File: config.mk
export PLATFORM = sky130hd
export DESIGN_NAME = spi_nor_flash_command_sequencer
export DESIGN_NICKNAME = d
export VERILOG_FILES = /design/src/hdl/snfc_pkg.sv /design/src/hdl/snfc_front.sv /design/src/hdl/snfc_queue.sv /design/src/hdl/snfc_back.sv /design/src/hdl/spi_nor_flash_command_sequencer.sv
export SDC_FILE = /design/constraint.sdc
export NUM_CORES = 1
export LEC_CHECK = 0
export ABC_AREA = 0
export BUFFER_PORTS_ARGS = -buffer_cell sky130_fd_sc_hd__buf_2
export CAP_MARGIN = 20
export CORE_MARGIN = 10
export CORE_UTILIZATION = 63
export CTS_BUF_LIST = sky130_fd_sc_hd__clkbuf_2 sky130_fd_sc_hd__clkbuf_4 sky130_fd_sc_hd__clkbuf_8
export DETAILED_ROUTE_END_ITERATION = 7
export PLACE_DENSITY = 0.83
export SETUP_SLACK_MARGIN = 0.3
export SLEW_MARGIN = 25
export SYNTH_ARGS = -nofsm -noshare
export SYNTH_HDL_FRONTEND = slang
export SYNTH_SLANG_ARGS = --single-unit
File: constraint.sdc
create_clock -name clock -period 7.85 [get_ports clock]
set_input_delay 2.355 -clock clock [delete_from_list [all_inputs] [get_ports clock]]
set_output_delay 2.355 -clock clock [all_outputs]
set_load 0.02 [all_outputs]
File: src/hdl/snfc_pkg.sv
// ----------------------------------------------------------------------------
// snfc_pkg
// Types, codes and constants shared by the SPI NOR command sequencer modules.
// ----------------------------------------------------------------------------
package snfc_pkg;

   // Default parameter values
   localparam int DEF_PAGE_BYTES   = 256;
   localparam int DEF_ADDRESS_BITS = 24;

   // Fixed field widths
   localparam int ADDR_FIELD_BITS = 24;
   localparam int LEN_FIELD_BITS  = 24;

   // Longest action list caused by one item, and its count width
   localparam int MAX_STEPS  = 9;
   localparam int STEP_BITS  = $clog2(MAX_STEPS);
   localparam int COUNT_BITS = $clog2(MAX_STEPS + 1);

   // Job queue between front and back
   localparam int QUEUE_DEPTH = 2;
   localparam int QPTR_BITS   = (QUEUE_DEPTH > 1) ? $clog2(QUEUE_DEPTH) : 1;
   localparam int QCNT_BITS   = $clog2(QUEUE_DEPTH + 1);

   // Request opcodes
   localparam logic [2:0] OP_START_READ  = 3'd0;
   localparam logic [2:0] OP_ERASE       = 3'd1;
   localparam logic [2:0] OP_START_WRITE = 3'd2;
   localparam logic [2:0] OP_WRITE_DATA  = 3'd3;
   localparam logic [2:0] OP_SPI_RX      = 3'd4;

   // Result actions
   localparam logic [2:0] ACT_SEND = 3'd0;
   localparam logic [2:0] ACT_RECV = 3'd1;
   localparam logic [2:0] ACT_REL  = 3'd2;
   localparam logic [2:0] ACT_DATA = 3'd3;
   localparam logic [2:0] ACT_DONE = 3'd4;
   localparam logic [2:0] ACT_REJ  = 3'd5;

   // Flash command bytes
   localparam logic [7:0] CMD_WREN  = 8'h06;
   localparam logic [7:0] CMD_PROG  = 8'h02;
   localparam logic [7:0] CMD_READ  = 8'h03;
   localparam logic [7:0] CMD_ERASE = 8'h20;
   localparam logic [7:0] CMD_RDSR  = 8'h05;

   // Sequencer phase
   typedef enum logic [3:0] {
      PH_IDLE  = 4'd0,
      PH_READ  = 4'd1,
      PH_WDATA = 4'd2,
      PH_POLL  = 4'd3
   } phase_type;

   // Operation in progress
   typedef enum logic [1:0] {
      PEND_NONE  = 2'd0,
      PEND_READ  = 2'd1,
      PEND_ERASE = 2'd2,
      PEND_WRITE = 2'd3
   } pend_type;

   typedef struct packed {
      logic [2:0]                 opcode;
      logic [ADDR_FIELD_BITS-1:0] address;
      logic [LEN_FIELD_BITS-1:0]  length;
      logic [7:0]                 data;
   } req_type;

   typedef struct packed {
      logic [2:0] action;
      logic [7:0] byte_value;
      logic       last;
   } rsp_type;

   // One SPI action of a job
   typedef struct packed {
      logic [2:0] action;
      logic [7:0] byte_value;
   } step_type;

   // Ordered action list for one item; steps[0] goes out first
   typedef struct packed {
      logic [COUNT_BITS-1:0]         count;
      step_type [MAX_STEPS-1:0]      steps;
   } job_type;

   function automatic step_type mk_step(logic [2:0] act, logic [7:0] value);
      step_type s;
      s.action     = act;
      s.byte_value = value;
      return s;
   endfunction

endpackage

File: src/hdl/snfc_front.sv
// ----------------------------------------------------------------------------
// snfc_front
// Accepts items, checks them against the sequencer phase, updates the
// operation state and builds the action list for each item.
// ----------------------------------------------------------------------------
module snfc_front #(
   parameter int PAGE_BYTES   = snfc_pkg::DEF_PAGE_BYTES,
   parameter int ADDRESS_BITS = snfc_pkg::DEF_ADDRESS_BITS
) (
   input  logic              clock,
   input  logic              reset,
   input  logic              req_valid,
   output logic              req_stall,
   input  snfc_pkg::req_type req_payload,
   input  logic              q_full,
   output logic              q_push,
   output snfc_pkg::job_type q_job
);
   import snfc_pkg::*;

   localparam int PAGE_BITS = $clog2(PAGE_BYTES);

   phase_type                 phase_ff, phase_in;
   pend_type                  pend_ff, pend_in;
   logic [ADDRESS_BITS-1:0]   addr_ff, addr_in;
   logic [LEN_FIELD_BITS-1:0] remain_ff, remain_in;

   logic                       accept;
   logic [ADDRESS_BITS-1:0]    req_addr;
   logic [ADDR_FIELD_BITS-1:0] req_a24;
   logic [ADDR_FIELD_BITS-1:0] cur_a24;
   logic [ADDRESS_BITS-1:0]    addr_inc;
   logic [LEN_FIELD_BITS-1:0]  remain_dec;
   logic                       len_zero;
   logic                       chunk_end;

   assign req_stall = q_full;
   assign accept    = req_valid && !q_full;
   assign q_push    = accept;

   assign req_addr   = req_payload.address[ADDRESS_BITS-1:0];
   assign req_a24    = ADDR_FIELD_BITS'(req_addr);
   assign cur_a24    = ADDR_FIELD_BITS'(addr_ff);
   assign addr_inc   = addr_ff + 1'b1;
   assign remain_dec = remain_ff - 1'b1;
   assign len_zero   = (req_payload.length == '0);
   assign chunk_end  = (remain_dec == '0) || (addr_inc[PAGE_BITS-1:0] == '0);

   // Classify the item and build its action list
   always_comb begin
      phase_in  = phase_ff;
      pend_in   = pend_ff;
      addr_in   = addr_ff;
      remain_in = remain_ff;
      q_job          = '0;
      q_job.count    = COUNT_BITS'(1);
      q_job.steps[0] = mk_step(ACT_REJ, 8'h00);

      unique case (req_payload.opcode)
         OP_START_READ: begin
            if (phase_ff == PH_IDLE) begin
               addr_in   = req_addr;
               remain_in = req_payload.length;
               q_job.steps[0] = mk_step(ACT_SEND, CMD_READ);
               q_job.steps[1] = mk_step(ACT_SEND, req_a24[23:16]);
               q_job.steps[2] = mk_step(ACT_SEND, req_a24[15:8]);
               q_job.steps[3] = mk_step(ACT_SEND, req_a24[7:0]);
               if (len_zero) begin
                  q_job.steps[4] = mk_step(ACT_REL, 8'h00);
                  q_job.steps[5] = mk_step(ACT_DONE, 8'h00);
                  q_job.count    = COUNT_BITS'(6);
                  phase_in = PH_IDLE;
                  pend_in  = PEND_NONE;
               end else begin
                  q_job.steps[4] = mk_step(ACT_RECV, 8'h00);
                  q_job.count    = COUNT_BITS'(5);
                  phase_in = PH_READ;
                  pend_in  = PEND_READ;
               end
            end
         end
         OP_ERASE: begin
            if (phase_ff == PH_IDLE) begin
               addr_in   = req_addr;
               remain_in = '0;
               q_job.steps[0] = mk_step(ACT_SEND, CMD_WREN);
               q_job.steps[1] = mk_step(ACT_REL, 8'h00);
               q_job.steps[2] = mk_step(ACT_SEND, CMD_ERASE);
               q_job.steps[3] = mk_step(ACT_SEND, req_a24[23:16]);
               q_job.steps[4] = mk_step(ACT_SEND, req_a24[15:8]);
               q_job.steps[5] = mk_step(ACT_SEND, req_a24[7:0]);
               q_job.steps[6] = mk_step(ACT_REL, 8'h00);
               q_job.steps[7] = mk_step(ACT_SEND, CMD_RDSR);
               q_job.steps[8] = mk_step(ACT_RECV, 8'h00);
               q_job.count    = COUNT_BITS'(9);
               phase_in = PH_POLL;
               pend_in  = PEND_ERASE;
            end
         end
         OP_START_WRITE: begin
            if (phase_ff == PH_IDLE) begin
               addr_in   = req_addr;
               remain_in = req_payload.length;
               if (len_zero) begin
                  q_job.steps[0] = mk_step(ACT_DONE, 8'h00);
                  q_job.count    = COUNT_BITS'(1);
                  phase_in = PH_IDLE;
                  pend_in  = PEND_NONE;
               end else begin
                  q_job.steps[0] = mk_step(ACT_SEND, CMD_WREN);
                  q_job.steps[1] = mk_step(ACT_REL, 8'h00);
                  q_job.steps[2] = mk_step(ACT_SEND, CMD_PROG);
                  q_job.steps[3] = mk_step(ACT_SEND, req_a24[23:16]);
                  q_job.steps[4] = mk_step(ACT_SEND, req_a24[15:8]);
                  q_job.steps[5] = mk_step(ACT_SEND, req_a24[7:0]);
                  q_job.count    = COUNT_BITS'(6);
                  phase_in = PH_WDATA;
                  pend_in  = PEND_WRITE;
               end
            end
         end
         OP_WRITE_DATA: begin
            if (phase_ff == PH_WDATA) begin
               addr_in   = addr_inc;
               remain_in = remain_dec;
               q_job.steps[0] = mk_step(ACT_SEND, req_payload.data);
               if (chunk_end) begin
                  q_job.steps[1] = mk_step(ACT_REL, 8'h00);
                  q_job.steps[2] = mk_step(ACT_SEND, CMD_RDSR);
                  q_job.steps[3] = mk_step(ACT_RECV, 8'h00);
                  q_job.count    = COUNT_BITS'(4);
                  phase_in = PH_POLL;
               end else begin
                  q_job.count = COUNT_BITS'(1);
               end
            end
         end
         OP_SPI_RX: begin
            if (phase_ff == PH_READ) begin
               addr_in   = addr_inc;
               remain_in = remain_dec;
               q_job.steps[0] = mk_step(ACT_DATA, req_payload.data);
               if (remain_dec != '0) begin
                  q_job.steps[1] = mk_step(ACT_RECV, 8'h00);
                  q_job.count    = COUNT_BITS'(2);
               end else begin
                  q_job.steps[1] = mk_step(ACT_REL, 8'h00);
                  q_job.steps[2] = mk_step(ACT_DONE, 8'h00);
                  q_job.count    = COUNT_BITS'(3);
                  phase_in = PH_IDLE;
                  pend_in  = PEND_NONE;
               end
            end else if (phase_ff == PH_POLL) begin
               q_job.steps[0] = mk_step(ACT_REL, 8'h00);
               if (req_payload.data[0]) begin
                  // flash still busy: poll status again
                  q_job.steps[1] = mk_step(ACT_SEND, CMD_RDSR);
                  q_job.steps[2] = mk_step(ACT_RECV, 8'h00);
                  q_job.count    = COUNT_BITS'(3);
               end else if (pend_ff == PEND_WRITE && remain_ff != '0) begin
                  // next page chunk
                  q_job.steps[1] = mk_step(ACT_SEND, CMD_WREN);
                  q_job.steps[2] = mk_step(ACT_REL, 8'h00);
                  q_job.steps[3] = mk_step(ACT_SEND, CMD_PROG);
                  q_job.steps[4] = mk_step(ACT_SEND, cur_a24[23:16]);
                  q_job.steps[5] = mk_step(ACT_SEND, cur_a24[15:8]);
                  q_job.steps[6] = mk_step(ACT_SEND, cur_a24[7:0]);
                  q_job.count    = COUNT_BITS'(7);
                  phase_in = PH_WDATA;
               end else begin
                  q_job.steps[1] = mk_step(ACT_DONE, 8'h00);
                  q_job.count    = COUNT_BITS'(2);
                  phase_in = PH_IDLE;
                  pend_in  = PEND_NONE;
               end
            end
         end
         default: begin
            // unknown opcode: keep the reject list
         end
      endcase
   end

   // Advance operation state on each accepted item
   always_ff @(posedge clock) begin
      if (reset) begin
         phase_ff  <= PH_IDLE;
         pend_ff   <= PEND_NONE;
         addr_ff   <= '0;
         remain_ff <= '0;
      end else if (accept) begin
         phase_ff  <= phase_in;
         pend_ff   <= pend_in;
         addr_ff   <= addr_in;
         remain_ff <= remain_in;
      end
   end

endmodule

File: src/hdl/snfc_queue.sv
// ----------------------------------------------------------------------------
// snfc_queue
// Short job queue that lets the front and back stall independently.
// ----------------------------------------------------------------------------
module snfc_queue (
   input  logic              clock,
   input  logic              reset,
   input  logic              push,
   input  snfc_pkg::job_type push_job,
   output logic              full,
   input  logic              pop,
   output logic              head_valid,
   output snfc_pkg::job_type head_job
);
   import snfc_pkg::*;

   job_type               entry_ff [QUEUE_DEPTH];
   logic [QPTR_BITS-1:0]  wr_ptr_ff, wr_ptr_in;
   logic [QPTR_BITS-1:0]  rd_ptr_ff, rd_ptr_in;
   logic [QCNT_BITS-1:0]  count_ff, count_in;

   assign full       = (count_ff == QCNT_BITS'(QUEUE_DEPTH));
   assign head_valid = (count_ff != '0);
   assign head_job   = entry_ff[rd_ptr_ff];

   // Advance pointers and fill level
   always_comb begin
      wr_ptr_in = wr_ptr_ff;
      rd_ptr_in = rd_ptr_ff;
      count_in  = count_ff;
      if (push) begin
         wr_ptr_in = (wr_ptr_ff == QPTR_BITS'(QUEUE_DEPTH - 1)) ? '0 : wr_ptr_ff + 1'b1;
      end
      if (pop) begin
         rd_ptr_in = (rd_ptr_ff == QPTR_BITS'(QUEUE_DEPTH - 1)) ? '0 : rd_ptr_ff + 1'b1;
      end
      case ({push, pop})
         2'b10:   count_in = count_ff + 1'b1;
         2'b01:   count_in = count_ff - 1'b1;
         default: count_in = count_ff;
      endcase
   end

   always_ff @(posedge clock) begin
      if (reset) begin
         wr_ptr_ff <= '0;
         rd_ptr_ff <= '0;
         count_ff  <= '0;
      end else begin
         wr_ptr_ff <= wr_ptr_in;
         rd_ptr_ff <= rd_ptr_in;
         count_ff  <= count_in;
      end
   end

   // Store the pushed job
   always_ff @(posedge clock) begin
      if (push) begin
         entry_ff[wr_ptr_ff] <= push_job;
      end
   end

endmodule

File: src/hdl/snfc_back.sv
// ----------------------------------------------------------------------------
// snfc_back
// Walks the action list at the queue head and sends one result item per
// cycle through a registered output stage while the output is not stalled.
// ----------------------------------------------------------------------------
module snfc_back (
   input  logic              clock,
   input  logic              reset,
   input  logic              head_valid,
   input  snfc_pkg::job_type head_job,
   output logic              pop,
   output logic              rsp_valid,
   input  logic              rsp_stall,
   output snfc_pkg::rsp_type rsp_payload
);
   import snfc_pkg::*;

   logic [STEP_BITS-1:0] idx_ff, idx_in;
   logic                 rsp_valid_ff, rsp_valid_in;
   rsp_type              rsp_ff, rsp_in;

   logic     load;
   logic     is_last;
   step_type step;

   assign load    = head_valid && (!rsp_valid_ff || !rsp_stall);
   assign step    = head_job.steps[idx_ff];
   assign is_last = (COUNT_BITS'(idx_ff) == COUNT_BITS'(head_job.count - 1'b1));
   assign pop     = load && is_last;

   // Pick the next action and step the index
   always_comb begin
      idx_in            = idx_ff;
      rsp_valid_in      = rsp_valid_ff && rsp_stall;
      rsp_in            = rsp_ff;
      if (load) begin
         rsp_valid_in      = 1'b1;
         rsp_in.action     = step.action;
         rsp_in.byte_value = step.byte_value;
         rsp_in.last       = is_last;
         idx_in            = is_last ? '0 : idx_ff + 1'b1;
      end
   end

   always_ff @(posedge clock) begin
      if (reset) begin
         idx_ff       <= '0;
         rsp_valid_ff <= 1'b0;
      end else begin
         idx_ff       <= idx_in;
         rsp_valid_ff <= rsp_valid_in;
      end
   end

   // Hold the result payload
   always_ff @(posedge clock) begin
      rsp_ff <= rsp_in;
   end

   assign rsp_valid   = rsp_valid_ff;
   assign rsp_payload = rsp_ff;

endmodule

File: src/hdl/spi_nor_flash_command_sequencer.sv
// ----------------------------------------------------------------------------
// spi_nor_flash_command_sequencer
// Host-side SPI NOR sequencer: turns requests and received SPI bytes into
// an ordered stream of SPI actions (read, sector erase, paged write, polling).
// ----------------------------------------------------------------------------
// An accepted item is stored in the job queue; its results leave through the
//   registered output stage. Throughput: one result per cycle from the
//   back end while the output is not stalled; an item yields 1 to 9 results,
//   and items are taken every cycle while the two-entry job queue has room.
// Reset: synchronous; phase idle, address and count zero, queue and output empty.
// ----------------------------------------------------------------------------
module spi_nor_flash_command_sequencer #(
   parameter int PAGE_BYTES   = snfc_pkg::DEF_PAGE_BYTES,
   parameter int ADDRESS_BITS = snfc_pkg::DEF_ADDRESS_BITS
) (
   input  logic              clock,
   input  logic              reset,
   input  logic              req_valid,
   output logic              req_stall,
   input  snfc_pkg::req_type req_payload,
   output logic              rsp_valid,
   input  logic              rsp_stall,
   output snfc_pkg::rsp_type rsp_payload
);
   import snfc_pkg::*;

   logic    q_full;
   logic    q_push;
   job_type q_job;
   logic    q_pop;
   logic    head_valid;
   job_type head_job;

   snfc_front #(
      .PAGE_BYTES   (PAGE_BYTES),
      .ADDRESS_BITS (ADDRESS_BITS)
   ) u_front (
      .clock       (clock),
      .reset       (reset),
      .req_valid   (req_valid),
      .req_stall   (req_stall),
      .req_payload (req_payload),
      .q_full      (q_full),
      .q_push      (q_push),
      .q_job       (q_job)
   );

   snfc_queue u_queue (
      .clock      (clock),
      .reset      (reset),
      .push       (q_push),
      .push_job   (q_job),
      .full       (q_full),
      .pop        (q_pop),
      .head_valid (head_valid),
      .head_job   (head_job)
   );

   snfc_back u_back (
      .clock       (clock),
      .reset       (reset),
      .head_valid  (head_valid),
      .head_job    (head_job),
      .pop         (q_pop),
      .rsp_valid   (rsp_valid),
      .rsp_stall   (rsp_stall),
      .rsp_payload (rsp_payload)
   );

   // Output stage comes out of reset empty
   a_reset_empty: assert property (@(posedge clock)
      $past(reset) |-> !rsp_valid)
      else $error("result valid right after reset");

   // Reject and done always close an item's result list
   a_close_last: assert property (@(posedge clock) disable iff (reset)
      rsp_valid && (rsp_payload.action == ACT_REJ || rsp_payload.action == ACT_DONE)
      |-> rsp_payload.last)
      else $error("reject or done without last");

   // Control-only actions carry a zero byte
   a_zero_byte: assert property (@(posedge clock) disable iff (reset)
      rsp_valid && (rsp_payload.action == ACT_REL || rsp_payload.action == ACT_RECV ||
                    rsp_payload.action == ACT_DONE || rsp_payload.action == ACT_REJ)
      |-> rsp_payload.byte_value == 8'h00)
      else $error("nonzero byte on control action");

   // Queue never drains a job without a result going out
   a_pop_loads: assert property (@(posedge clock) disable iff (reset)
      q_pop |=> rsp_valid && rsp_payload.last)
      else $error("queue pop without final result");

endmodule
# [Word level (Yosys, flattened, before mapping)]
# Memory sizes are Yosys's and may differ from the RTL's. A register that Yosys moved wholly into a read port is not among the register bits.
# Index checks and enable logic that the tools add are counted.
[word_totals] latch_bits=0 mem_bits_ro=0 ram_bits=206 ff_bits=75 mem_count=1 output_inout_bits=14 elab_cells=153
[mem_list] memory="u_queue.entry_ff" words=2 width=103 rd=1 rd_ports_with_merged_regs=1 write_ports=1 line_no="snfc_queue.sv:17" text="job_type entry_ff [QUEUE_DEPTH];"
[classes] bitwise=0 n_reduce_logical=29 shifts=0 addsub=8 order_cmp=1 eq_ne=24 div_mod_pow=0 n_mul=0 mux=78
[op_table] operator="$pmux 44 s5" n=1
[op_table] operator="$mux 24" n=7
[op_table] operator="$mux 44" n=3
[op_table] operator="$mux 66" n=2
[op_table] operator="$mux 52" n=2
[op_table] operator="$mux 103" n=1
[op_table] operator="$pmux 24 s4" n=1
[op_table] operator="$pmux 22 s4" n=1
[op_table] operator="$mux 77" n=1
[op_table] operator="$pmux 24 s3" n=1
[op_table] operator="$mux 4" n=15
[op_table] operator="$mux 11" n=5
[op_table] operator="$logic_not 24->1" n=2
[op_table] operator="$reduce_bool 24->1" n=2
[op_table] operator="$bmux 11 s4" n=1
[op_table] operator="$mux 22" n=2
[op_table] operator="$pmux 4 s5" n=2
[op_table] operator="$mux 33" n=1
[op_table] operator="$mux 31" n=1
[op_table] operator="$add 24x1->24 const B" n=1
[op_table] operator="$mux 2" n=12
[op_table] operator="$sub 24x1->24 const B" n=1
[op_table] operator="$pmux 11 s2" n=1
[op_table] operator="$mux 10" n=2
[op_table] operator="38 further kinds" n=72

# [Longest topological paths before layout]
# Gate-level depths: netlist of the first run.
[logic_depth] word_depth=7 mapped_depth=11 ltp_nobuf=10

# [Hierarchy]
# A second synthesis of the first run with hierarchy kept.
[hier_totals] cells_unflattened=1163 hier_area_um2=13982.2
[modules_own_cells] module="snfc_queue" area_each_um2=7654.8 n_inst=1 cells_per_inst=342 seq_area_each_um2=6286.0
[modules_own_cells] module="snfc_front" area_each_um2=4792.1 n_inst=1 cells_per_inst=685 seq_area_each_um2=1041.0
[modules_own_cells] module="snfc_back" area_each_um2=1535.2 n_inst=1 cells_per_inst=136 seq_area_each_um2=460.4

# [Least setup slack after synthesis of the first run]
# Ideal clock, no wire load.
[synth_path] path_type="input -> register" startpoint="in req_valid" endpoint="mem u_queue.entry_ff[0][0] (netlist bit), enable pin" path_slack_ns=1.643 n_path_buf=0 path_stages=3 setup_ns=0.508 arrival_time_ns=5.699 cell_sequence="and2_1 > inv_1 > nor2_1"
[synth_via] elab_chain_cells=3
[synth_lines] element="from (decl)" line_no="spi_nor_flash_command_sequencer.sv:18" text="input logic req_valid,"
[synth_lines] element="$logic_and 1x1->1" line_no="snfc_front.sv:38" text="assign accept = req_valid && !q_full;"
[synth_lines] element="$mux 1" line_no="snfc_queue.sv:58" text="if (push) begin"
[synth_lines] element="$mux 1 (implied by the code)" line_no="snfc_queue.sv:59" text="entry_ff[wr_ptr_ff] <= push_job;"
[synth_lines] element="to (decl)" line_no="snfc_queue.sv:17"
# Every way passes these cells.

==> results of run 1 <==
[final cells by class]
type	instances	area, um^2
Clock buffer	50	613
Timing Repair Buffer	91	493
Tap cell	225	282
Clock inverter	14	115
Sequential cell	222	6050
Multi-Input combinational cell	661	4640
Fill cell	1199	4930
Inverter	15	56.3
[Yosys cell counts (7+ instances only)]
| cell | number |
|---|---|
| o21ai_0 | 58 |
| mux4_2 | 34 |
| nor4_1 | 15 |
| a31oi_1 | 8 |
| a21oi_1 | 60 |
| a211oi_1 | 14 |
| clkbuf_1 | 49 |
| nand2b_1 | 8 |
| dfxtp_1 | 62 |
| ha_1 | 7 |
| buf_2 | 11 |
| and2_1 | 20 |
| inv_1 | 15 |
| buf_1 | 9 |
| a22o_1 | 25 |
| mux2i_1 | 19 |
| xor2_1 | 10 |
| xnor2_1 | 10 |
| nand3_1 | 12 |
| nand4_1 | 9 |
| and3_1 | 15 |
| a21o_1 | 15 |
| nor2_1 | 113 |
| edfxtp_1 | 160 |
| a22oi_1 | 10 |
| nor2b_1 | 16 |
| nor3_1 | 28 |
| nand2_1 | 67 |
[layer usage]
metal	up-vias	part of all wire	track usage
met2	449	0.48	0.347
li1	3806	-	-
met5	-	0.00030	0
met1	4018	0.41	0.300
met4	2	0.023	0.0743
met3	50	0.091	0.0477
[critical path, stage by stage]
cell and delay, ns:
buf_2 0.10, nor4_1 0.32, nand4_1 0.18, nor2_1 0.44
nor2_1 0.14, a31oi_1 0.33, nor3_2 0.08, buf_4 0.25
a221o_1 0.34
[power groups by stage]
stage                     Clock (uW)  Combinational, uW  Sequential [uW]
after detailed placement           0                796             1540
after CTS                       1030                799             1510
final                           1010                800             1520
after global routing            1080                873             1530
after global placement             0                781             1530
after floorplan                    0                571             1550
[registers in the layout, indices dropped and copies added, names as in the netlist, named ones only]
name / flops
u_back.rsp_valid: 1
u_back.idx_ff: 4
u_front.addr_ff: 24
u_front.phase_ff: 2
u_front.remain_ff: 24
u_queue.entry_ff: 148
u_queue.wr_ptr_ff: 1
u_back.rsp_payload: 12
u_queue.rd_ptr_ff: 1
u_queue.count_ff: 2
u_front.pend_ff: 2
[kinds of logic after synthesis]
family          count (synthesis)  synth area share
buf+inv                        85            0.0310
xor+xnor                       20            0.0160
compound gates                239             0.144
mux                            57            0.0913
simple gates                  338             0.158
flops                         222             0.551
fa+ha+maj                       7           0.00799
[path summary, 6_finish.rpt]
kind	start	endpoint	slack, ns	depth (start not counted)
max	req_payload[20]	u_queue.entry_ff[0][34]	3.58	9
min	u_front.remain_ff[21]	u_front.remain_ff[21]	0.48	2
max reg2reg	flop	u_queue.count_ff[1]	4.50	10
min reg2reg	u_front.remain_ff[21]	u_front.remain_ff[21]	0.48	2
[stage by stage]
step	hold slack [ns]	total power, uW	setup WS, ns	area (um^2)
floorplan	0.450	2120	1.64	11000
global placement	0.464	2310	3.16	11500
detailed placement	0.471	2330	3.05	11500
CTS	0.478	3340	3.61	12200
global route	0.493	3480	3.43	12200
finish	0.481	3330	3.58	12200
==> results_dict.tcl, run 1 <==
set metrics [dict create \
    track_usage 0.221 \
    critPathRequiredTime_ns 8.13 \
    port-buffer-count 76 \
    dp_cells 1214 \
    synth_seq_area_share 0.551 \
    die_w_um 152 \
    crit_type "input pin to flop" \
    post_cts_buffers 0 \
    finalCriticalPeriod_ns 4.27 \
    clkPwrFrac 0.305 \
    io_pins 77 \
    routedWlPerCell_um 20.9 \
    final_common_cell "edfxtp_1" \
    cts_tree "yes" \
    synthTopCellsByArea "edfxtp_1 (44%), dfxtp_1 (11%), mux4_2 (7.0%), nor2_1 (3.9%), a21oi_1 (2.7%)" \
    worst_slew_pin_slew_ns 1.01 \
    maxSlewViolCount 0 \
    first_iter_violations 960 \
    power_density_nw_per_um2 272 \
    final_cell_mix "edfxtp_1 (160), nor2_1 (110), buf_2 (76)" \
    gp_congestion 0.894 \
    globalRouteOverflowTotal 0 \
    final_cells 1278 \
    hold_violations 0 \
    drt_pass1_iterations 5 \
    synth_top_area_frac 0.438 \
    clock_path_buffers 3 \
    grt_pass1_wl_um 42500 \
    viasPerCell 6.51 \
    cts_root_buffer "clkbuf_8" \
    fmax_mhz 234 \
    synth_warnings 0 \
    antenna_found_initial 1 \
    grt_max_degree 75 \
    combPwrFrac 0.240 \
    vias 8325 \
    n_antenna_cell 0 \
    seq_power_share 0.455 \
    ir_drop_uv 164 \
    drv_cap 0 \
    final_net_count 1097 \
    maxSlewHeadroom 0.326 \
    worstPathArrival_ns 4.55 \
    startpoint_type "input pin" \
    avgSynthCellArea_um2 11.3 \
    end_kind "flop" \
    syn_inst 968 \
    clk_pin_slew_ns 0.06 \
    synth_flop_cell "edfxtp_1" \
    setup_viol 0 \
    remaining_drc_errors 0 \
    finalCritPeriodShare 0.544 \
    grt_pass1_vias 8019 \
    initial_utilization 0.639 \
    syn_nets 1038 \
    synth_top_area_cell "edfxtp_1" \
    p_leak_uw 0.00442 \
    synth.distinct_cells 73 \
    drive_gt1_frac 0.202 \
    rsz0062_at_grt "no" \
    row_count 48 \
    synth-edff-count 160 \
    hold_class "flop to flop" \
    cp_max_fo 26 \
    synth-seq-cells 222 \
    finalCoreUtilization 0.713 \
    finClkSkew_ns 0.0349 \
    intPower_uw 2340 \
    totalWireLength_um 26700 \
    cts_inserted_buffers 36 \
    area_growth_pct 11.7 \
    clk_latency_ns 0.54 \
    dieArea_um2 23100 \
    coreArea_um2 17200 \
    cts_htree_levels 2 \
    cts.sinks 222 \
    cts_hold_buf 0 \
    power_switching_uw 993 \
    async_reset_ff_frac 0 \
    antenna_left 0 \
    mappedNetlistArea_um2 11000 \
    outcome "complete, no violations" \
    tns_ns 0 \
    dp_hpwl_um 17700 \
    post_cts_resized 0 \
    die_h_um 152 \
    swShare 0.298 \
]
Note: power is estimated with default switching activity, not from simulation.
==> run 2, diff against run 1 <==
==> constraint.sdc (replaced) <==
create_clock -name clock -period 4.07 [get_ports clock]
set_input_delay 1.221 -clock clock [delete_from_list [all_inputs] [get_ports clock]]
set_output_delay 1.221 -clock clock [all_outputs]
set_load 0.02 [all_outputs]
==> results_dict.tcl, run 2 (synthesized netlist as in run 1, its figures left out) <==
set metrics [dict create \
    cts.sinks 222 \
    clkPwrFrac 0.288 \
    cts_tree "yes" \
    intPower_uw 4360 \
    ir_drop_uv 310 \
    drive_gt1_frac 0.207 \
    critPathRequiredTime_ns 4.49 \
    globalRouteOverflowTotal 0 \
    post_cts_buffers 0 \
    row_count 48 \
    worstPathArrival_ns 3.50 \
    worst_slew_pin_slew_ns 0.649 \
    maxSlewHeadroom 0.564 \
    viasPerCell 6.56 \
    track_usage 0.227 \
    dp_cells 1224 \
    final_common_cell "edfxtp_1" \
    grt_pass1_wl_um 43400 \
    fmax_mhz 325 \
    port-buffer-count 76 \
    gp_congestion 0.909 \
    totalWireLength_um 27400 \
    drt_pass1_iterations 6 \
    finalCritPeriodShare 0.756 \
    coreArea_um2 17200 \
    placed_area_um2 11600 \
    cts_hold_buf 0 \
    regArea_um2 6050 \
    hold_class "flop to flop" \
    routedWlPerCell_um 21.3 \
    die_w_um 152 \
    cp_max_fo 8 \
    drv_cap 0 \
    final_cell_mix "edfxtp_1 (160), nor2_1 (110), buf_2 (76)" \
    cts_root_buffer "clkbuf_8" \
    remaining_drc_errors 0 \
    vias 8452 \
    p_leak_uw 0.00445 \
    rsz0062_at_grt "no" \
    area_growth_pct 12.1 \
    largest_reg_flops 148 \
    regMostFlops "u_queue.entry_ff" \
    power_switching_uw 1980 \
    post_cts_resized 0 \
    antenna_found_initial 0 \
    finClkSkew_ns 0.0112 \
    grt_pass1_vias 8173 \
    cp_slowest_cell "or3b_1" \
    outcome "complete, no violations" \
    end_kind "flop" \
    n_antenna_cell 0 \
    maxSlewViolCount 0 \
    crit_family "simple AND/OR/NAND/NOR gates" \
    swShare 0.312 \
    fillers 1237 \
    power_density_nw_per_um2 516 \
    hold_violations 0 \
    clk_pin_slew_ns 0.06 \
    startpoint_type "flop" \
    seq_power_share 0.466 \
    clk_latency_ns 0.54 \
    max_stage_delay_ns 0.52 \
    crit_type "flop to flop" \
    setup_viol 0 \
    io_pins 77 \
    tns_ns 0 \
    dieArea_um2 23100 \
    final_cells 1289 \
    critPathBufInv 1 \
    die_h_um 152 \
    dp_hpwl_um 18800 \
    cts_htree_levels 2 \
    clock_path_buffers 3 \
    multi_input_area_um2 4630 \
    reg_top3 "u_queue.entry_ff (148), u_front.addr_ff (24), u_front.remain_ff (24)" \
    final_net_count 1107 \
    first_iter_violations 828 \
    initial_utilization 0.639 \
    antenna_left 0 \
    finalCriticalPeriod_ns 3.08 \
    grt_max_degree 66 \
    combPwrFrac 0.247 \
    cp_cell_sequence "inv_1 > ha_1 > or3b_1 > nor4_2 > xnor2_1 > nor4b_2 > o2111ai_2 > a21oi_2 > mux2_1" \
    cts_inserted_buffers 36 \
    final_area_um2 12300 \
]
[run 2: changes by cell type in the layout (fill, tap and decap cells not counted), sizes merged]
| cell | change |
|---|---|
| buf | +10 |
| bufinv | -2 |
| clkbuf | -5 |
| clkinv | +6 |
| clkinvlp | +1 |
| inv | +1 |
[run 2: path summary, 6_finish.rpt]
path / startpoint / endpoint / slack, ns / cells past startpoint
worst max-delay path: u_front.remain_ff[0] / u_front.pend_ff[1] / 0.99 / 9
worst min-delay path: u_front.remain_ff[21] / u_front.remain_ff[21] / 0.49 / 2
worst max register to register: u_front.remain_ff[0] / u_front.pend_ff[1] / 0.99 / 9
worst min register to register: u_front.remain_ff[21] / u_front.remain_ff[21] / 0.49 / 2
[run 2: cell type report]
class,instances,share of cell area
repair buffers,101,0.0493
flip-flops and latches,222,0.492
inverters,15,0.00458
multi-input cells,661,0.377
well taps,225,0.0229
clock buffers,45,0.0463
clock inverters,20,0.00814
[run 2: worst reg2reg max path: cells and delay by family (launching register included)]
family	cells	cell delay [ns]
adders and majority gates	1	0.30
AOI/OAI and AO/OA	2	0.57
muxes	1	0.34
and+or+nand+nor	3	1.04
xor gates and xnor gates	1	0.16
buffers and inverters	1	0.16
DFF	1	0.39
[run 2: metal layers]
layer,vias to the layer above,share of wire,global-route usage
met5,-,0,0
met3,56,0.091,0.0446
met1,4117,0.41,0.313
met4,0,0.021,0.0683
met2,442,0.48,0.358
li1,3837,-,-
[run 2: power by group through the flow]
| stage | Combinational (uW) | Sequential (uW) | Clock, uW |
|---|---|---|---|
| 3_3_place_gp | 1510 | 2970 | 0 |
| 2_1_floorplan | 1100 | 2980 | 0 |
| 6_report | 1560 | 2950 | 1820 |
| 4_1_cts | 1560 | 2950 | 1850 |
| 5_1_grt | 1700 | 2970 | 1950 |
| 3_5_place_dp | 1550 | 2990 | 0 |
[run 2: per-stage QoR]
step	hold slack [ns]	power (uW)	util	setup slack (ns)
after floorplan	0.450	4080	-	0.246
after global placement	0.460	4480	0.677	0.691
after detailed placement	0.476	4550	0.677	0.635
after CTS	0.484	6360	0.716	0.977
after global routing	0.522	6630	0.716	0.779
final	0.488	6340	0.716	0.992
